--- src/sv/hsv2rgb_pkg.sv ---
// Package with the shared constants and types of the HSV to RGB converter.
package hsv2rgb_pkg;

   localparam int HueWidth  = 10;
   localparam int ChanWidth = 8;
   localparam int QFrac     = 16;
   // Unit-range quantities reach exactly 1.0, so they need one integer bit.
   localparam int QWidth    = QFrac + 1;
   // Hue divided by 60 degrees, in Q16; stays below 6.0.
   localparam int TWidth    = QFrac + 3;

   localparam int unsigned QOne      = 65536;
   localparam int unsigned DegFull   = 360;
   localparam int unsigned ChanMax   = 255;
   localparam int unsigned ByteOfMax = 255;

   // Degrees: t = hd*65536/60 = 1092*hd + floor(4*hd/15).
   // The remainder term uses a reciprocal of 15 with a 16-bit shift.
   localparam int unsigned DegWhole     = 1092;
   localparam int unsigned DegFracMul   = 4 * 4370;
   localparam int          DegFracShift = 16;

   // Byte scale: t = b*393216/255 = 1542*b + floor(6*b/255).
   // The remainder term uses a reciprocal of 255 with a 22-bit shift.
   localparam int unsigned ByteWhole     = 1542;
   localparam int unsigned ByteFracMul   = 6 * 16449;
   localparam int          ByteFracShift = 22;

   // 60-degree sectors of the color wheel.
   typedef enum logic [2:0] {
      SEC_RED_YELLOW,
      SEC_YELLOW_GREEN,
      SEC_GREEN_CYAN,
      SEC_CYAN_BLUE,
      SEC_BLUE_MAGENTA,
      SEC_MAGENTA_RED
   } sector_type;

endpackage

--- src/sv/hsv2rgb_ifs.sv ---
// Valid/ready channel interfaces for the HSV request and RGB response.
interface hsv2rgb_req_if;
   logic                                  valid;
   logic                                  ready;
   logic [hsv2rgb_pkg::HueWidth-1:0]      hue;
   logic                                  hue_is_byte;
   logic [hsv2rgb_pkg::ChanWidth-1:0]     saturation;
   logic [hsv2rgb_pkg::ChanWidth-1:0]     value;

   modport source (output valid, hue, hue_is_byte, saturation, value, input ready);
   modport sink   (input valid, hue, hue_is_byte, saturation, value, output ready);
endinterface

interface hsv2rgb_rsp_if;
   logic                                  valid;
   logic                                  ready;
   logic [hsv2rgb_pkg::ChanWidth-1:0]     red;
   logic [hsv2rgb_pkg::ChanWidth-1:0]     green;
   logic [hsv2rgb_pkg::ChanWidth-1:0]     blue;

   modport source (output valid, red, green, blue, input ready);
   modport sink   (input valid, red, green, blue, output ready);
endinterface

--- src/sv/hsv_to_rgb_converter_top.sv ---
// HSV to RGB converter: four-stage pipeline, one transaction per clock while responses are taken.
//
// Usage:
//   req_chan carries hue (degrees, reduced modulo 360, or a 0..255 scale when
//   hue_is_byte is set), saturation and value. rsp_chan returns the 8-bit red,
//   green and blue result, one response for every request, in order.
//   The pipeline has four register stages: hue scaling and unit conversion,
//   chroma multiply, secondary-component multiply, channel select and scale.
//   Each request passes through stages 1 to 4 in order before its response is valid,
//   and a new request is accepted every cycle while responses are taken.
//   The throughput of one transaction per clock while responses are taken is set by the
//   stage registers; the chroma and secondary multipliers sit in stages 2 and 3.
//   When rsp_chan stalls, each stage holds its contents and takes new data
//   only where the stage after it has room, so req_chan.ready drops only
//   once all four stages are full. Nothing is dropped or repeated.
//   Synchronous reset clears all stage valid bits; the pipeline is empty and
//   ready for a request on the first cycle after reset.
module hsv_to_rgb_converter_top (
   input  logic                 clock,
   input  logic                 reset,
   hsv2rgb_req_if.sink          req_chan,
   hsv2rgb_rsp_if.source        rsp_chan
);

   localparam int QW = hsv2rgb_pkg::QWidth;
   localparam int TW = hsv2rgb_pkg::TWidth;
   localparam int CW = hsv2rgb_pkg::ChanWidth;

   // Scales a 0..255 input to the Q16 unit range: x*65536/255 = 257*x + (x==255).
   function automatic logic [QW-1:0] to_unit(input logic [CW-1:0] raw);
      logic [QW-1:0] base;
      base = QW'(raw) * QW'(257);
      return base + QW'(raw == CW'(hsv2rgb_pkg::ByteOfMax));
   endfunction

   // Scales a Q16 unit value by 255, truncates and limits to 255.
   function automatic logic [CW-1:0] to_chan(input logic [QW-1:0] q);
      logic [QW+CW-1:0] prod;
      prod = {q, CW'(0)} - (QW + CW)'(q);
      if (prod[QW+CW-1:hsv2rgb_pkg::QFrac]
          > (QW + CW - hsv2rgb_pkg::QFrac)'(hsv2rgb_pkg::ChanMax))
         return CW'(hsv2rgb_pkg::ChanMax);
      return prod[hsv2rgb_pkg::QFrac+CW-1:hsv2rgb_pkg::QFrac];
   endfunction

   function automatic logic [hsv2rgb_pkg::HueWidth-1:0] HueWidthCast(input int unsigned n);
      return hsv2rgb_pkg::HueWidth'(n);
   endfunction

   // Stage handshake.
   logic valid1_ff, valid2_ff, valid3_ff, valid4_ff;
   logic valid1_in, valid2_in, valid3_in, valid4_in;
   logic load1, load2, load3, load4;

   assign load4 = !valid4_ff || rsp_chan.ready;
   assign load3 = !valid3_ff || load4;
   assign load2 = !valid2_ff || load3;
   assign load1 = !valid1_ff || load2;

   assign req_chan.ready = load1;

   assign valid1_in = load1 ? req_chan.valid : valid1_ff;
   assign valid2_in = load2 ? valid1_ff : valid2_ff;
   assign valid3_in = load3 ? valid2_ff : valid3_ff;
   assign valid4_in = load4 ? valid3_ff : valid4_ff;

   always_ff @(posedge clock) begin
      if (reset) begin
         valid1_ff <= 1'b0;
         valid2_ff <= 1'b0;
         valid3_ff <= 1'b0;
         valid4_ff <= 1'b0;
      end else begin
         valid1_ff <= valid1_in;
         valid2_ff <= valid2_in;
         valid3_ff <= valid3_in;
         valid4_ff <= valid4_in;
      end
   end

   // Stage 1: hue over 60 degrees in Q16, saturation and value in Q16.
   logic [8:0]                   deg_mod;
   logic [23:0]                  deg_frac_prod;
   logic [TW-1:0]                t_deg;
   logic [7:0]                   hue_byte;
   logic [25:0]                  byte_frac_prod;
   logic [TW-1:0]                t_byte;
   logic [TW-1:0]                t_in;
   logic [TW-1:0]                t_ff;
   logic [QW-1:0]                sat_q_in, sat_q_ff;
   logic [QW-1:0]                val_q_in, val_q_ff;

   always_comb begin
      if (req_chan.hue >= HueWidthCast(2 * hsv2rgb_pkg::DegFull))
         deg_mod = 9'(req_chan.hue - HueWidthCast(2 * hsv2rgb_pkg::DegFull));
      else if (req_chan.hue >= HueWidthCast(hsv2rgb_pkg::DegFull))
         deg_mod = 9'(req_chan.hue - HueWidthCast(hsv2rgb_pkg::DegFull));
      else
         deg_mod = req_chan.hue[8:0];

      deg_frac_prod = 24'(deg_mod) * 24'(hsv2rgb_pkg::DegFracMul);
      t_deg = TW'(deg_mod) * TW'(hsv2rgb_pkg::DegWhole)
            + TW'(deg_frac_prod[23:hsv2rgb_pkg::DegFracShift]);

      hue_byte = req_chan.hue[7:0];
      byte_frac_prod = 26'(hue_byte) * 26'(hsv2rgb_pkg::ByteFracMul);
      // The top of the byte scale lands on 360 degrees, which wraps to zero.
      if (hue_byte == 8'(hsv2rgb_pkg::ByteOfMax))
         t_byte = '0;
      else
         t_byte = TW'(hue_byte) * TW'(hsv2rgb_pkg::ByteWhole)
                + TW'(byte_frac_prod[25:hsv2rgb_pkg::ByteFracShift]);

      t_in     = req_chan.hue_is_byte ? t_byte : t_deg;
      sat_q_in = to_unit(req_chan.saturation);
      val_q_in = to_unit(req_chan.value);
   end

   always_ff @(posedge clock) begin
      if (load1) begin
         t_ff     <= t_in;
         sat_q_ff <= sat_q_in;
         val_q_ff <= val_q_in;
      end
   end

   // Stage 2: chroma and the sawtooth weight of the secondary component.
   logic [2*QW-1:0]              vs_prod;
   logic [QW-1:0]                f_frac;
   logic [QW-1:0]                saw_dist;
   logic [QW-1:0]                chroma2_in, chroma2_ff;
   logic [QW-1:0]                weight_in, weight_ff;
   logic [QW-1:0]                val2_ff;
   hsv2rgb_pkg::sector_type      sector2_in, sector2_ff;

   always_comb begin
      vs_prod    = (2 * QW)'(val_q_ff) * (2 * QW)'(sat_q_ff);
      chroma2_in = vs_prod[hsv2rgb_pkg::QFrac+QW-1:hsv2rgb_pkg::QFrac];
      f_frac     = t_ff[QW-1:0];
      if (f_frac >= QW'(hsv2rgb_pkg::QOne))
         saw_dist = f_frac - QW'(hsv2rgb_pkg::QOne);
      else
         saw_dist = QW'(hsv2rgb_pkg::QOne) - f_frac;
      weight_in  = QW'(hsv2rgb_pkg::QOne) - saw_dist;
      sector2_in = hsv2rgb_pkg::sector_type'(t_ff[TW-1:hsv2rgb_pkg::QFrac]);
   end

   always_ff @(posedge clock) begin
      if (load2) begin
         chroma2_ff <= chroma2_in;
         weight_ff  <= weight_in;
         val2_ff    <= val_q_ff;
         sector2_ff <= sector2_in;
      end
   end

   // Stage 3: secondary component and the offset added to every channel.
   logic [2*QW-1:0]              cw_prod;
   logic [QW-1:0]                second_in, second_ff;
   logic [QW-1:0]                offset_in, offset_ff;
   logic [QW-1:0]                chroma3_ff;
   hsv2rgb_pkg::sector_type      sector3_ff;

   always_comb begin
      cw_prod   = (2 * QW)'(chroma2_ff) * (2 * QW)'(weight_ff);
      second_in = cw_prod[hsv2rgb_pkg::QFrac+QW-1:hsv2rgb_pkg::QFrac];
      offset_in = val2_ff - chroma2_ff;
   end

   always_ff @(posedge clock) begin
      if (load3) begin
         second_ff  <= second_in;
         offset_ff  <= offset_in;
         chroma3_ff <= chroma2_ff;
         sector3_ff <= sector2_ff;
      end
   end

   // Stage 4: route chroma and secondary by sector, add offset, scale to 8 bits.
   logic [QW-1:0]                red_q, green_q, blue_q;
   logic [CW-1:0]                red_in, green_in, blue_in;
   logic [CW-1:0]                red_ff, green_ff, blue_ff;

   always_comb begin
      case (sector3_ff)
         hsv2rgb_pkg::SEC_RED_YELLOW: begin
            red_q = chroma3_ff; green_q = second_ff;  blue_q = '0;
         end
         hsv2rgb_pkg::SEC_YELLOW_GREEN: begin
            red_q = second_ff;  green_q = chroma3_ff; blue_q = '0;
         end
         hsv2rgb_pkg::SEC_GREEN_CYAN: begin
            red_q = '0;         green_q = chroma3_ff; blue_q = second_ff;
         end
         hsv2rgb_pkg::SEC_CYAN_BLUE: begin
            red_q = '0;         green_q = second_ff;  blue_q = chroma3_ff;
         end
         hsv2rgb_pkg::SEC_BLUE_MAGENTA: begin
            red_q = second_ff;  green_q = '0;         blue_q = chroma3_ff;
         end
         default: begin
            red_q = chroma3_ff; green_q = '0;         blue_q = second_ff;
         end
      endcase
      red_in   = to_chan(red_q + offset_ff);
      green_in = to_chan(green_q + offset_ff);
      blue_in  = to_chan(blue_q + offset_ff);
   end

   always_ff @(posedge clock) begin
      if (load4) begin
         red_ff   <= red_in;
         green_ff <= green_in;
         blue_ff  <= blue_in;
      end
   end

   assign rsp_chan.valid = valid4_ff;
   assign rsp_chan.red   = red_ff;
   assign rsp_chan.green = green_ff;
   assign rsp_chan.blue  = blue_ff;

   // The hue position never reaches six sectors.
   a_hue_range: assert property (@(posedge clock) disable iff (reset)
      valid1_ff |-> (t_ff < TW'(6 * hsv2rgb_pkg::QOne)))
      else $error("hue position out of range in stage 1");

   // The secondary component never exceeds the chroma.
   a_second_le_chroma: assert property (@(posedge clock) disable iff (reset)
      valid3_ff |-> (second_ff <= chroma3_ff))
      else $error("secondary component above chroma in stage 3");

   // Requests are refused only when every stage is full and the output is stalled.
   a_ready_only_full: assert property (@(posedge clock) disable iff (reset)
      !req_chan.ready |-> (valid1_ff && valid2_ff && valid3_ff && valid4_ff
                           && !rsp_chan.ready))
      else $error("request refused while the pipeline has room");

   // Stage 3, when held, keeps its valid bit.
   a_stage3_hold: assert property (@(posedge clock) disable iff (reset)
      (valid3_ff && !load3) |=> valid3_ff)
      else $error("stalled stage 3 lost its transaction");

endmodule

--- src/flat_wrapper.sv ---
// flat-port wrapper written by rule: the top's interface ports become plain ports
module hsv_to_rgb_converter_top_flat 
  (clock, reset, req_chan_valid, req_chan_hue, req_chan_hue_is_byte, req_chan_saturation, req_chan_value, req_chan_ready, rsp_chan_valid, rsp_chan_red, rsp_chan_green, rsp_chan_blue, rsp_chan_ready);
  hsv2rgb_req_if req_chan_i ();
  hsv2rgb_rsp_if rsp_chan_i ();
  input  logic clock;
  input  logic reset;
  input wire logic [$bits(req_chan_i.valid)-1:0] req_chan_valid;
  input wire logic [$bits(req_chan_i.hue)-1:0] req_chan_hue;
  input wire logic [$bits(req_chan_i.hue_is_byte)-1:0] req_chan_hue_is_byte;
  input wire logic [$bits(req_chan_i.saturation)-1:0] req_chan_saturation;
  input wire logic [$bits(req_chan_i.value)-1:0] req_chan_value;
  output wire logic [$bits(req_chan_i.ready)-1:0] req_chan_ready;
  output wire logic [$bits(rsp_chan_i.valid)-1:0] rsp_chan_valid;
  output wire logic [$bits(rsp_chan_i.red)-1:0] rsp_chan_red;
  output wire logic [$bits(rsp_chan_i.green)-1:0] rsp_chan_green;
  output wire logic [$bits(rsp_chan_i.blue)-1:0] rsp_chan_blue;
  input wire logic [$bits(rsp_chan_i.ready)-1:0] rsp_chan_ready;
  assign req_chan_i.valid = req_chan_valid;
  assign req_chan_i.hue = req_chan_hue;
  assign req_chan_i.hue_is_byte = req_chan_hue_is_byte;
  assign req_chan_i.saturation = req_chan_saturation;
  assign req_chan_i.value = req_chan_value;
  assign req_chan_ready = req_chan_i.ready;
  assign rsp_chan_valid = rsp_chan_i.valid;
  assign rsp_chan_red = rsp_chan_i.red;
  assign rsp_chan_green = rsp_chan_i.green;
  assign rsp_chan_blue = rsp_chan_i.blue;
  assign rsp_chan_i.ready = rsp_chan_ready;
  hsv_to_rgb_converter_top u_core (.clock(clock), .reset(reset), .req_chan(req_chan_i), .rsp_chan(rsp_chan_i));
endmodule
--- config.mk ---
export PLATFORM = sky130hd
export DESIGN_NAME = hsv_to_rgb_converter_top_flat
export DESIGN_NICKNAME = d
export VERILOG_FILES = /design/src/sv/hsv2rgb_pkg.sv /design/src/sv/hsv2rgb_ifs.sv /design/src/sv/hsv_to_rgb_converter_top.sv /design/src/flat_wrapper.sv
export SDC_FILE = /design/constraint.sdc
export NUM_CORES = 2
export LEC_CHECK = 0
export BUFFER_PORTS_ARGS = -buffer_cell sky130_fd_sc_hd__buf_2
export CELL_PAD_IN_SITES_DETAIL_PLACEMENT = 0
export CELL_PAD_IN_SITES_GLOBAL_PLACEMENT = 1
export CORE_MARGIN = 2
export CORE_UTILIZATION = 47
export DETAILED_ROUTE_END_ITERATION = 8
export PLACE_DENSITY = 0.82
export SYNTH_ARGS = -nofsm -noshare
export SYNTH_HDL_FRONTEND = slang
export SYNTH_SLANG_ARGS = --single-unit
--- constraint.sdc ---
create_clock -name clock -period 6.3 [get_ports clock]
set_input_delay 0 -clock clock [delete_from_list [all_inputs] [get_ports clock]]
set_output_delay 0 -clock clock [all_outputs]
set_load 0.1 [all_outputs]
* Yosys cells after proc, flatten, opt, wreduce, memory -nomap -nowiden
Cells that the tools add are included.
W data, S select, Z words.
** Storage, ports and cells
- Register bits :: 189
- Input port bits :: 31
- Output and inout bits :: 26
** Operators by class
- Add/sub/neg operators :: 16
- Multipliers :: 8
- Order comparisons :: 6
- Eq/ne operators :: 7
- Muxes and demuxes :: 17
- Reductions and logical operators :: 15
** Operators with widths (count)
- $pmux W17 S2 :: 3
- $sub A25 B17 Y25 :: 3
- $mul A17 B17 Y33 :: 2
- $add A17 B17 Y17 :: 3
- $mux W8 :: 6
- $mux W19 :: 2
- $add A17 B1 Y17 :: 2
- $mul A8 B9 Y17 const B :: 2
- $sub A17 B17 Y17 const A :: 2
- $gt A9 B8 Y1 const B :: 3
- $eq A8 B8 Y1 const B :: 3
- $mul A8 B16 Y24 const B :: 1
- $mul A9 B12 Y21 const B :: 1
- $add A19 B3 Y19 :: 1
- $add A19 B8 Y19 :: 1
- $mul A8 B10 Y18 const B :: 1
- $mux W9 :: 2
- $ge A17 B17 Y1 const B :: 1
- $mul A9 B9 Y17 const B :: 1
- $mux W17 :: 1
- $sub A17 B17 Y17 :: 1
- $sub A17 B17 Y17 const B :: 1
- $reduce_or A2 Y1 :: 6
- $ge A10 B10 Y1 const B :: 1
- 10 further kinds :: 19

* Depth between registers and ports, before layout
- Depth after elaboration :: 8
- Depth in mapped cells :: 35

* Least setup slack after synthesis
No wires, ideal clock.
- Kind :: reg-to-reg
- Start :: reg u_core.chroma2_ff[7]
- End :: reg u_core.second_ff[16] (data pin)
- Setup time :: 0.261 ns
- Arrival time :: 6.200 ns
- Data required time :: 6.039 ns
- Path slack :: -0.161 ns
- Cell stages (with the launch flop) :: 22
- Path buffers :: 2
- Path through :: edfxtp_1 > clkbuf_1 > clkbuf_1 > nand2_1 > fa_1 > inv_1 > fa_1 > inv_1 > fa_1 > inv_1 > fa_1 > inv_1 > fa_1 > inv_1 > fa_1 > ha_1 > nand4_1 > o311a_1 > or3b_1 > and2_1 > o311a_1 > a311o_1
** Between the ends
- Cells in the longest elaborated chain, start to end :: 1
** Ends and longest elaborated chain
- start: declaration :: RTL line hsv_to_rgb_converter_top.sv:131 : logic [QW-1:0] chroma2_in, chroma2_ff;
- start signal: assignment :: RTL line hsv_to_rgb_converter_top.sv:150 : chroma2_ff <= chroma2_in;
- $mul A17 B17 Y33 :: RTL line hsv_to_rgb_converter_top.sv:165 : cw_prod = (2 * QW)'(chroma2_ff) * (2 * QW)'(weight_ff);
- named net u_core.cw_prod[32] :: RTL line hsv_to_rgb_converter_top.sv:158 : logic [2*QW-1:0] cw_prod;
- end signal: assignment :: RTL line hsv_to_rgb_converter_top.sv:172 : second_ff <= second_in;
- end: declaration :: RTL line hsv_to_rgb_converter_top.sv:159 : logic [QW-1:0] second_in, second_ff;
The timed path passes the listed nets, and every way through them passes these cells.
A chain may end at the register's enable or synchronous reset.

* Worst setup path in the final report
- Start :: reg u_core.val_q_ff[6]
- End :: reg u_core.chroma2_ff[14] (data pin)
** Between the ends
- Cells in the longest elaborated chain, start to end :: 1
** Ends and longest elaborated chain
- start: declaration :: RTL line hsv_to_rgb_converter_top.sv:91 : logic [QW-1:0] val_q_in, val_q_ff;
- start signal: assignment :: RTL line hsv_to_rgb_converter_top.sv:123 : val_q_ff <= val_q_in;
- $mul A17 B17 Y33 :: RTL line hsv_to_rgb_converter_top.sv:137 : vs_prod = (2 * QW)'(val_q_ff) * (2 * QW)'(sat_q_ff);
- named net u_core.vs_prod[30] :: RTL line hsv_to_rgb_converter_top.sv:128 : logic [2*QW-1:0] vs_prod;
The timed path passes the listed nets, and every way through them passes these cells.

==> reports/summary.txt <==
Status = complete, but fails checks
Violations in the final reports = setup timing
Final Critical Period = 6.322 ns
Area fraction of the dominant cell type after synthesis = 27.24%
Synth area leader = fa_1
Sequential fraction of the synthesis area = 16.67%
Via count = 25710
First-pass GRT wire length = 134800 µm
Number of I/O pins = 57
Hold path start = req_chan_valid
CTS Buf Count = 17
RSZ-0062 raised after global routing = true
Reg clk slew, reported paths = 0.07 ns
Mapped Avg Cell Area = 9.220 µm²
GRT Max-Usage Layer = met2
Final net count = 4785
Final ANT Viol Nets = 0
Synthesized area = 33810 µm²
Dpl cell area = 36360 µm²
Prevailing post-synth register cell = edfxtp_1
EDFF count, synth = 185
CP startpoint = u_core.val_q_ff[6]
Post-route setup slack = -0.02194 ns
Initial Util = 47.38%
DRC = 0
Hold Crit Endpoint = u_core.valid1_ff
Crit path DAT = 6.54 ns
Die ar. = 74100 µm²
Slew Limit Fails = 0
Cells after synthesis = 3667
Final instance area = 38220 µm²
FF+latch count, synth = 189
F_max = 158.2 MHz
Measured slew at the worst slew-check pin = 1.047 ns
CTS sink count = 189
Asr flop ratio synth = 0%
Fin. Hold Viols = 0
Antenna cell count = 0
Worst hold path depth = 4
Pre-antenna DRT Iters = 5
Vias in the first global route = 26280
Synth cell types = 109
M1 GR Usage = 30.76%
GR Overflow Total = 0
Layout cells sized above 1 = 12.99%
H-tree Lvls = 4
Synthesized Nets = 4563
Port buffer count = 56
Layout area overhead = 13.04%
WP data required = 6.52 ns
Initial drt markers = 1459
DR WL/cell = 16.65 µm
Worst Skew = 0.02222 ns
Critical register-to-register path startpoint = u_core.val_q_ff[6]
Final worst-path cycle share = 100.3%
GRT met3 Usage = 2.909%
Dominant cells by area after synthesis = fa_1 27%, edfxtp_1 16%, ha_1 15%
Slew margin rel. = 30.11%
Drt total wl = 80810 µm
Site Rows = 98
DR vias/cell = 5.299
Synth warnings = 0
Max Cap Violations = 0
Initial antenna violation count = 1
GPL Wtd Cong = 0.9001
CP startpoint kind = register
Setup Crit Path Kind = register to register
Setup TNS Final = -0.02194 ns
R2r endpoint = u_core.chroma2_ff[14]
R2r worst-path depth = 21
GR Util met2 = 37.90%
Die Y = 272.2 µm
Die X = 272.2 µm
Max clock buf depth = 2
R2R setup slack = -0.02 ns
Detailed placement HPWL = 67250 µm
Worst-path maximum fanout = 6
Hold WS = 0.2476 ns
Tightest Hold Check Type = input pin to register
GRT Util Overall = 22.46%
Core area = 71360 µm²
Setup crit end kind = register
CTS root buffer = clkbuf_16
Setup Viol. Count Final = 1
CTS tree = done
Clk_lat worst skew = 0.49 ns
Largest net degree at the start of global routing = 55
-- kinds of logic after synthesis --
kind of cell	count (synthesis)	share of synthesized area, %
flops	189	16.67
buf+inv	797	8.956
mux	10	0.3220
compound gates	513	10.78
xor+xnor	203	5.259
fa+ha+maj	866	42.26
simple gates	1089	15.76
-- metal layers --
metal	routed length [µm]	share of wire, %	up-vias
li1	-	-	12370
met1	37110	46	12710
met2	39010	48	555
met3	3648	4.5	72
met4	1035	1.3	0
met5	0	0	-
-- critical path: stages (launching register included) --
cell	delay (ns)
edfxtp_1	0.57
buf_6	0.18
nand2_1	0.07
fa_1	0.48
inv_1	0.05
fa_1	0.47
inv_1	0.05
fa_1	0.45
fa_1	0.52
inv_1	0.06
fa_1	0.48
fa_1	0.49
ha_1	0.32
and4_4	0.20
a2111oi_4	0.42
a31oi_4	0.15
a41o_4	0.29
buf_6	0.12
a211oi_4	0.28
o21bai_1	0.13
a21oi_1	0.18
xnor2_1	0.10
-- flip-flops by register name, indices dropped and copies added, names as in the netlist, 3 cells and up --
| name | count |
|---|---|
| u_core.t_ff | 19 |
| u_core.chroma2_ff | 17 |
| u_core.chroma3_ff | 17 |
| u_core.offset_ff | 17 |
| u_core.sat_q_ff | 17 |
| u_core.second_ff | 17 |
| u_core.val2_ff | 17 |
| u_core.val_q_ff | 17 |
| u_core.weight_ff | 17 |
| u_core.rsp_chan.blue | 8 |
| u_core.rsp_chan.green | 8 |
| u_core.rsp_chan.red | 8 |
| u_core.sector2_ff | 3 |
| u_core.sector3_ff | 3 |
-- per-stage QoR --
| step | setup WS (ns) | utilization, % | std cells |
|---|---|---|---|
| 2_1_floorplan | -0.002977 | - | 3667 |
| 3_3_place_gp | -0.07537 | 50.95 | 4735 |
| 3_5_place_dp | -0.1664 | 50.95 | 4735 |
| 4_1_cts | 0.007431 | 52.44 | 4817 |
| 5_1_grt | -0.2290 | 53.55 | 4852 |
| 6_report | -0.02194 | 53.55 | 4852 |
-- worst max-delay path by stage --
stage	slack, ns	depth (start not counted)	to
final	-0.02	21	u_core.chroma2_ff[14]
after global routing	-0.23	22	u_core.chroma2_ff[14]
after CTS	0.007	22	u_core.chroma2_ff[7]
after detailed placement	-0.17	20	u_core.second_ff[16]
after global placement	-0.08	19	u_core.second_ff[16]
after floorplan	-0.003	19	u_core.second_ff[16]
-- synth_stat cells (52+ instances only) --
cell	n
fa_1	460
a21oi_1	129
edfxtp_1	185
xnor2_1	123
ha_1	405
o21ai_0	57
nor2_1	121
clkbuf_1	121
inv_1	654
a21o_1	52
nand3_1	52
xor2_1	80
nand2_1	503
and2_1	187
-- cell type report --
cell class	instances	area (µm²)
fillers	6462	33150
multi-input cells	2681	25600
flip-flops and latches	189	5635
repair buffers	346	2801
inverters	654	2455
well taps	950	1189
clock buffers	19	432.9
clock inverters	13	107.6
-- repair_timing --
action | CTS | global route
endpoints found under the setup margin | 14 | 22
gates resized for setup | 19 | 125
hold buffers | 26 | 0
pin swaps | 11 | 105
cloned | 0 | 0
buffers inserted | 24 | 35
endpoints found under the hold margin | 42 | 0
-- layout by cell type, fill, tap and decap left out, types with 12 or more instances in the layout --
cell type / instances
and2_1: 184
clkbuf_16: 17
nor2_1: 121
o21a_1: 20
and3_1: 29
buf_4: 214
or3_1: 13
inv_2: 15
nand4_1: 13
nor3_1: 46
fa_1: 450
nand2_1: 485
nand2b_1: 16
o21ai_1: 14
xor2_1: 80
edfxtp_1: 185
ha_1: 390
nand2_2: 16
o211ai_1: 12
buf_6: 39
a22o_1: 34
inv_1: 639
dlygate4sd3_1: 26
nand3_1: 51
o21bai_1: 15
a21oi_1: 122
o22ai_1: 19
o31ai_1: 16
a21o_1: 52
xnor2_1: 121
o21ai_0: 53
a211oi_1: 16
buf_2: 56
nor2b_1: 29
Power is not shown: default switching activity piles up to over one toggle a cycle in this logic, so the estimate is an artifact.
